**src/design/lruac_pkg.sv**
```systemverilog
package lruac_pkg;

  // fixed field widths of the ports
  localparam int unsigned SET_W  = 10;
  localparam int unsigned WAY_W  = 3;
  localparam int unsigned AGES_W = 24;

  // widest set index the memories can be built for
  localparam int unsigned SET_EXT_W = 17;

  // age counter widths per cache
  localparam int unsigned DATA_AGE_BITS = 3;
  localparam int unsigned INST_AGE_BITS = 2;

  // default geometry
  localparam int unsigned DATA_WAYS_DEF = 8;
  localparam int unsigned INST_WAYS_DEF = 4;
  localparam int unsigned NUM_SETS_DEF  = 1024;

  typedef enum logic {
    CACHE_DATA = 1'b0,
    CACHE_INST = 1'b1
  } cache_sel_t;

  typedef enum logic [1:0] {
    ST_CLEAR,
    ST_IDLE,
    ST_UPD
  } lruac_state_t;

  // request into the age update logic
  typedef struct packed {
    logic [WAY_W-1:0] way;
    logic             fill;
  } upd_req_t;

endpackage

```
**src/design/lruac_age_upd.sv**
```systemverilog
module lruac_age_upd
  import lruac_pkg::*;
#(
  parameter int unsigned WAYS = DATA_WAYS_DEF,
  parameter int unsigned BITS = DATA_AGE_BITS
) (
  input  logic [WAYS*BITS-1:0] ages_i,
  input  upd_req_t             req_i,
  output logic [WAYS*BITS-1:0] ages_o
);

  localparam logic [BITS-1:0] MAX_AGE = {BITS{1'b1}};

  logic [BITS-1:0] old_age;

  // old age of the touched way, taken before any decrement
  always_comb begin
    old_age = '0;
    for (int i = 0; i < WAYS; i++) begin
      if (req_i.way == WAY_W'(i)) begin
        old_age = ages_i[i*BITS +: BITS];
      end
    end
  end

  always_comb begin
    logic [BITS-1:0] a;
    logic            dec;
    ages_o = ages_i;
    for (int i = 0; i < WAYS; i++) begin
      a = ages_i[i*BITS +: BITS];
      if (req_i.fill) begin
        dec = (WAY_W'(i) < req_i.way) && (a != '0);
      end else begin
        dec = (a >= old_age) && (a != '0);
      end
      if (req_i.way == WAY_W'(i)) begin
        ages_o[i*BITS +: BITS] = MAX_AGE;
      end else if (dec) begin
        ages_o[i*BITS +: BITS] = a - 1'b1;
      end
    end
  end

endmodule
```
**config.mk**
```make
export PLATFORM = sky130hd
export DESIGN_NAME = lruac_age_upd
export DESIGN_NICKNAME = d
export VERILOG_FILES = /design/src/design/lruac_pkg.sv /design/src/design/lruac_age_upd.sv
export SDC_FILE = /design/constraint.sdc
export NUM_CORES = 1
export LEC_CHECK = 0
export ABC_CLOCK_PERIOD_IN_PS = 7700
export BUFFER_PORTS_ARGS = -buffer_cell sky130_fd_sc_hd__buf_4
export CORE_UTILIZATION = 50
export DETAILED_ROUTE_END_ITERATION = 10
export GPL_TIMING_DRIVEN = 0
export PLACE_DENSITY = 0.78
export SYNTH_ARGS = -nofsm -noshare
export SYNTH_HDL_FRONTEND = slang
export SYNTH_SLANG_ARGS = --single-unit
```
**constraint.sdc**
```tcl
create_clock -name vclk -period 7.7
set_clock_uncertainty 0.15 [all_clocks]
set_input_delay 1.155 -clock vclk [all_inputs]
set_output_delay 1.155 -clock vclk [all_outputs]
set_load 0.02 [all_outputs]
```
Word-level counts from Yosys, hierarchy flattened
Index checks and enable logic that the tools add are counted.
- add/subtract/negate cells: 8
- multiply operators: 0
- divide/modulo/power cells: 0
- order comparisons: 16
- equality and inequality tests: 7
- shift operators: 0
- mux-type cells: 32
- bitwise logic cells: 0
- reductions and logical operators: 25
- operators with widths (operator ; count):
    $mux W3 ; 24
    $ge A3 B3 Y1 ; 8
    $reduce_bool A3 Y1 ; 8
    $sub A3 B1 Y3 const B ; 8
    $logic_and A1 B1 Y1 ; 16
    $eq A3 B3 Y1 const B ; 4
    $lt A3 B3 Y1 const A ; 4
    $mux W1 ; 8
    $eq A3 B2 Y1 const B ; 2
    $lt A1 B3 Y1 const A ; 2
    $lt A2 B3 Y1 const A ; 2
    $eq A3 B1 Y1 const B ; 1
    $logic_not A3 Y1 ; 1
- register bits: 0
- latch bits: 0
- RAM bits: 0
- memory bits (read-only): 0
- input port bits: 28
- output and inout port bits: 24
- logic and storage cells: 88
- memories kept: 0

Depth between registers and ports, before layout
Gate-level depths: netlist of run 1.
- word-level depth: 14
- depth in mapped cells: 13
- gate-level depth less buffers: 11

Worst setup path before layout of run 1
Ideal clock, no wire load.
- path kind: input port to output port
- start point: input req_i[1] in the netlist's numbering
- end point: output ages_o[7]
- data arrival time: 4215 ps
- required time: 6395 ps
- slack: 2180 ps
- cell stages on the path: 10
- buffers on the path: 1
- cell sequence: clkbuf_1 mux4_2 o21ai_0 ha_1 or3b_2 a21oi_1 a221oi_1 o21ai_0 nor2_1 a31oi_1
- word-level cells in the longest chain between the ends: 14
- elaborated cells on any way between the ends: 23
- those cells by class: order compare: 2; eq/ne: 7; mux: 11; reduce/logical: 3
- RTL lines (item ; RTL line ; RTL):
    from (decl) ; lruac_age_upd.sv:8 ; input upd_req_t req_i,
    $logic_not A3 Y1 ; lruac_age_upd.sv:20 ; if (req_i.way == WAY_W'(i)) begin
    $mux W3 (8 in a row) ; lruac_age_upd.sv:20 ;
    $ge A3 B3 Y1 ; lruac_age_upd.sv:35 ; dec = (a >= old_age) && (a != '0);
    $logic_and A1 B1 Y1 ; lruac_age_upd.sv:35 ;
    $mux W1 ; lruac_age_upd.sv:32 ; if (req_i.fill) begin
    $mux W3 ; lruac_age_upd.sv:39 ; end else if (dec) begin
    $mux W3 * ; lruac_age_upd.sv:37 ; if (req_i.way == WAY_W'(i)) begin
    to (decl) ; lruac_age_upd.sv:9 ; output logic [WAYS*BITS-1:0] ages_o
Every way passes the cells marked *; elsewhere a longest branch is shown, timed or not.

Worst setup path after layout of run 1
Same ends and word-level chain as after synthesis.

==> flow_metrics.py, run 1 <==
metrics = {
    "outcome": {
        "status": "complete, no violations",
    },
    "synthesis": {
        "synthMuxAreaShare": 0.0983,
        "synth_compound_area_frac": 0.267,
        "synth-seq-area-share": 0,
        "synth-simple-area-share": 0.258,
        "syn_area_per_cell_sq_um": 6.90,
        "synth_area_sq_um": 1630,
        "synth_xor_area_frac": 0.0376,
        "yosysUniqueCellTypes": 47,
        "synthCells": 236,
        "yosys.area_share.adder": 0.246,
        "synth_top_family_by_area": "compound AO/OA/AOI/OAI gates",
        "ys_warn_count": 0,
        "synthesis.nets": 296,
    },
    "route": {
        "wire_per_inst_um": 12.0,
        "drt-pass1-iter-count": 4,
        "postRouteAntennaNets": 0,
        "via_per_inst": 5.39,
        "vias": 1784,
        "wirelength_mm": 3.96,
        "drc_errors": 0,
        "drtIter0Drc": 91,
    },
    "finish": {
        "instances_no_fill": 331,
        "nFlopsAndLatches": 0,
        "clock_buffers": 0,
        "diodes": 0,
        "regArea_sq_um": 0,
        "layout.nets": 349,
        "area_growth_pct": 26.9,
        "drive_gt1_frac": 0.230,
        "post-route-util": 0.672,
    },
    "global_route": {
        "grt_usage": 0.238,
        "grt_remaining_overflow": 0,
        "grt_pass1_wl_mm": 6.70,
        "grt_pass1_vias": 1585,
        "grt_max_degree": 11,
        "antenna_found_initial": 0,
    },
    "hold_path": {
        "holdCritPathClass": "in -> out",
    },
    "timing": {
        "hold_viol": 0,
        "rsz0062_at_grt": "false",
        "setup_violations": 0,
        "period_share": 0.818,
        "slew_headroom": 0.172,
        "max_freq_mhz": 159,
        "tns_ns": 0,
        "report.final.slew_viol_count": 0,
        "fin_crit_ns": 6.30,
        "fin_hold_ws_ns": 2.52,
        "worst_pin_slew_ns": 1.23,
    },
    "setup_path": {
        "cp_cell_sequence": "buf_4, clkbuf_1, mux4_2, o21ai_0, ha_1, nand2b_1, a311oi_1, inv_1, o21ai_0, nor2_1, a31oi_1, buf_4",
        "timing.critical_path.from_type": "primary input",
        "crit_path_max_incr_delay_ns": 0.96,
        "critPathBufInv": 4,
        "worstPathRequired_ns": 6.39,
        "cpMaxStageDelayCell": "o21ai_0",
        "worstPathArrival_ns": 5.00,
        "crit_type": "in -> out",
        "cp_max_fo": 10,
        "crit_path_end_kind": "output pin",
        "cp_top_family": "compound AO/OA/AOI/OAI gates",
    },
    "power_and_ir_drop": {
        "p_leak_nw": 1.05,
        "power_density_nw_per_um2": 89.2,
        "vdd_ir_drop_max_v": 0.0000446,
    },
    "place": {
        "dp_cells": 331,
        "routabilityCongestion": 0.854,
        "portBuffers": 51,
        "hpwl_mm": 3.30,
    },
    "cts": {
        "cts_hold_buf": 0,
        "cts_resized": 0,
        "post_cts.repair.setup_buffers": 0,
    },
    "floorplan": {
        "initial_core_util": 0.529,
        "dieHeight_um": 59.1,
        "io_pins": 52,
        "dieWidth_um": 59.1,
        "rows": 20,
        "die-area_sq_um": 3490,
        "core_sq_um": 3080,
    },
    "flow_run": {
        "cap_violations": 0,
    },
}
synth_stat cells (2+ instances only):
library cell	instances	area share
a211oi_1	2	0.0092
a21oi_1	11	0.034
a22o_1	2	0.011
a22oi_2	2	0.015
a311oi_1	2	0.011
a31oi_1	8	0.031
and2_1	4	0.015
clkbuf_1	2	0.0046
ha_1	32	0.25
inv_1	32	0.074
mux2_2	2	0.014
mux2i_1	7	0.043
mux4_2	2	0.028
nand2_1	35	0.081
nand2b_1	9	0.035
nand3_1	7	0.022
nand3b_1	3	0.014
nor2_1	16	0.037
nor2b_1	2	0.0077
o211ai_1	6	0.028
o21ai_0	13	0.040
o221ai_1	3	0.016
or3_1	4	0.015
xnor2_1	7	0.038
per-stage QoR:
step                      area [sq um]  power [mW]  setup slack (ns)
after global routing              2070       0.205             0.959
after detailed placement          2070       0.184              1.41
after CTS                         2070       0.185              1.39
after floorplan                   1630       0.121              2.18
final                             2070       0.184              1.40
after global placement            2070       0.181              1.45
area by class of cell:
| class | count | area [sq um] |
|---|---|---|
| multi-input cells | 199 | 1480 |
| fillers | 287 | 1010 |
| repair buffers | 51 | 383 |
| inverters | 32 | 120 |
| well taps | 44 | 55.1 |
| plain buffers | 5 | 31.3 |
cell usage in the layout (no fill, tap or decap), types with 2 or more instances in the layout:
cell,n
buf_4,52
nand2_1,35
inv_1,32
ha_1,32
nor2_1,16
o21ai_0,13
a21oi_1,11
nand2b_1,9
a31oi_1,8
mux2i_1,7
nand3_1,7
xnor2_1,7
o211ai_1,6
and2_1,4
or3_1,4
nand3b_1,3
o221ai_1,3
clkbuf_1,2
a22o_1,2
mux4_2,2
a22oi_2,2
mux2_2,2
nor2b_1,2
a311oi_1,2
a211oi_1,2
report_power, final:
part           internal, mW  leakage [nW]  switching (mW)
clock                     0             0               0
combinational        0.0821          1.05           0.102
sequential                0             0               0
total                0.0821          1.05           0.102
per-layer routing:
metal	vias to the layer above	track usage	routed length, um
met4	0	0.00680	0
met1	798	0.328	2020
li1	951	-	-
met5	-	0	0
met2	35	0.433	1820
met3	0	0.00873	108
cell families (layout without fill, tap and decap cells):
| logic type | after synthesis | in the layout |
|---|---|---|
| compound gates | 61 | 61 |
| mux | 12 | 12 |
| buf+inv | 37 | 88 |
| simple gates | 87 | 87 |
| fa+ha+maj | 32 | 32 |
| xor+xnor | 7 | 7 |
worst min-delay path: cells and delay by family:
kind                   cells  cell delay, ns
buffers and inverters      2            0.25
and+or+nand+nor            2            0.12
path summary, 6_finish.rpt:
kind                  startpoint         end  cells after the start
worst max-delay path    req_i[1]   ages_o[7]                     12
worst min-delay path  ages_i[11]  ages_o[11]                      4
Note: power is estimated with default switching activity, not from simulation.
==> run 2: changes to the inputs <==
--- a/config.mk
+++ b/config.mk
@@ -5,7 +5,7 @@
 export SDC_FILE = /design/constraint.sdc
 export NUM_CORES = 1
 export LEC_CHECK = 0
-export ABC_CLOCK_PERIOD_IN_PS = 7700
+export ABC_CLOCK_PERIOD_IN_PS = 6100
 export BUFFER_PORTS_ARGS = -buffer_cell sky130_fd_sc_hd__buf_4
 export CORE_UTILIZATION = 50
 export DETAILED_ROUTE_END_ITERATION = 10
==> constraint.sdc (replaced) <==
create_clock -name vclk -period 6.1
set_clock_uncertainty 0.15 [all_clocks]
set_input_delay 0.915 -clock vclk [all_inputs]
set_output_delay 0.915 -clock vclk [all_outputs]
set_load 0.02 [all_outputs]
==> flow_metrics.py, run 2 (synthesis results as in run 1) <==
metrics = {
    "floorplan": {
        "dieWidth_um": 59.1,
        "die-area_sq_um": 3490,
        "initial_core_util": 0.529,
        "dieHeight_um": 59.1,
        "core_sq_um": 3080,
        "rows": 20,
        "io_pins": 52,
    },
    "hold_path": {
        "holdCritPathClass": "in -> out",
        "min_path_cells": 4,
        "min_to": "ages_o[11]",
        "hold_start": "ages_i[11]",
    },
    "route": {
        "wl_met2_mm": 1.82,
        "wire_per_inst_um": 12.0,
        "vias": 1784,
        "dr_wl_met3_um": 108,
        "via_per_inst": 5.39,
        "drt-pass1-iter-count": 4,
        "drc_errors": 0,
        "wirelength_met1_mm": 2.02,
        "postRouteAntennaNets": 0,
        "wirelength_mm": 3.96,
        "drtIter0Drc": 91,
        "top_layer": "met3",
    },
    "finish": {
        "layout.nets": 349,
        "drive_gt1_frac": 0.230,
        "layout.filler_cells": 287,
        "clock_buffers": 0,
        "area_growth_pct": 26.9,
        "most-common-layout-cells": "52 x buf_4, 35 x nand2_1, 32 x inv_1, 32 x ha_1, 16 x nor2_1",
        "nFlopsAndLatches": 0,
        "diodes": 0,
        "regArea_sq_um": 0,
        "multi_input_area_sq_um": 1480,
        "mostFrequentLayoutCell": "buf_4",
    },
    "setup_path": {
        "worstPathArrival_ns": 4.40,
        "crit_path_end_kind": "output pin",
        "cp_max_fo": 10,
        "crit_top_cell": "buf_4",
        "crit_type": "in -> out",
        "cpMaxStageDelayCell": "o21ai_1",
        "cp-startpoint": "req_i[1]",
        "worstPathRequired_ns": 5.03,
        "crit_path_max_incr_delay_ns": 0.63,
        "cp_cell_sequence": "buf_4, clkbuf_1, mux4_2, o21ai_1, ha_1, nand2b_1, a311oi_1, inv_1, o21ai_0, nor2_1, a31oi_1, buf_4",
        "timing.critical_path.from_type": "primary input",
    },
    "timing": {
        "rsz0062_at_grt": "false",
        "slew_headroom": 0.471,
        "setup_violations": 0,
        "fin_ws_ns": 0.634,
        "tns_ns": 0,
        "worst_pin_slew_ns": 0.787,
        "report.final.slew_viol_count": 0,
        "fin_crit_ns": 5.47,
        "hold_viol": 0,
        "max_freq_mhz": 183,
        "period_share": 0.896,
    },
    "global_route": {
        "antenna_found_initial": 0,
        "grt_remaining_overflow": 0,
        "grt_pass1_vias": 1585,
        "grt_max_degree": 11,
        "grt_pass1_wl_mm": 6.70,
        "grt_usage": 0.238,
    },
    "cts": {
        "cts_resized": 0,
        "cts_hold_buf": 0,
        "post_cts.repair.setup_buffers": 0,
    },
    "outcome": {
        "status": "complete, no violations",
    },
    "place": {
        "dp_slack_ns": 0.292,
        "portBuffers": 51,
        "routabilityCongestion": 0.854,
        "hpwl_mm": 3.30,
    },
    "power_and_ir_drop": {
        "power_density_nw_per_um2": 113,
        "vdd_ir_drop_max_v": 0.0000563,
        "p_leak_nw": 1.05,
    },
    "flow_run": {
        "cap_violations": 0,
    },
}
-- run 2: cell count changes in the layout (fill, tap and decap cells not counted) --
cell | previous run | this run
o21ai_0 | 13 | 12
o21ai_1 | 0 | 1
-- run 2: worst max-delay path by stage --
| stage | slack, ns | cells past startpoint | end |
|---|---|---|---|
| CTS | 0.27 | 12 | ages_o[7] |
| floorplan | 1.06 | 10 | ages_o[7] |
| finish | 0.63 | 12 | ages_o[7] |
| detailed placement | 0.29 | 12 | ages_o[7] |
| global placement | 0.33 | 11 | ages_o[1] |
| global route | 0.23 | 12 | ages_o[7] |
-- run 2: metrics by stage --
| step | cells | instance area, sq um | utilization | hold WS, ns | power, mW |
|---|---|---|---|---|---|
| floorplan | 236 | 1630 | - | 1.88 | 0.152 |
| global placement | 331 | 2070 | 0.672 | 2.04 | 0.228 |
| detailed placement | 331 | 2070 | 0.672 | 2.05 | 0.232 |
| CTS | 331 | 2070 | 0.672 | 2.05 | 0.233 |
| global route | 331 | 2070 | 0.672 | 2.08 | 0.259 |
| finish | 331 | 2070 | 0.672 | 2.04 | 0.233 |
-- run 2: area by class of cell --
| type | instances | area share |
|---|---|---|
| plain buffers | 5 | 0.0151 |
| inverters | 32 | 0.0581 |
| multi-input cells | 199 | 0.715 |
| well taps | 44 | 0.0266 |
| repair buffers | 51 | 0.185 |
-- run 2: layer usage --
| layer | vias up | GRT usage |
|---|---|---|
| met3 | 0 | 0.00873 |
| met5 | - | 0 |
| met1 | 798 | 0.328 |
| li1 | 951 | - |
| met4 | 0 | 0.00680 |
| met2 | 35 | 0.433 |
-- run 2: power breakdown --
group	switching (mW)	internal [mW]
combinational	0.129	0.104
sequential	0	0
clock	0	0
total	0.129	0.104
-- run 2: worst max-delay path: cells and delay by family --
family	cells	cell delay, ns
and+or+nand+nor	2	0.24
muxes	1	0.56
adders and majority gates	1	0.38
AOI/OAI and AO/OA	4	1.54
buffers and inverters	4	0.75
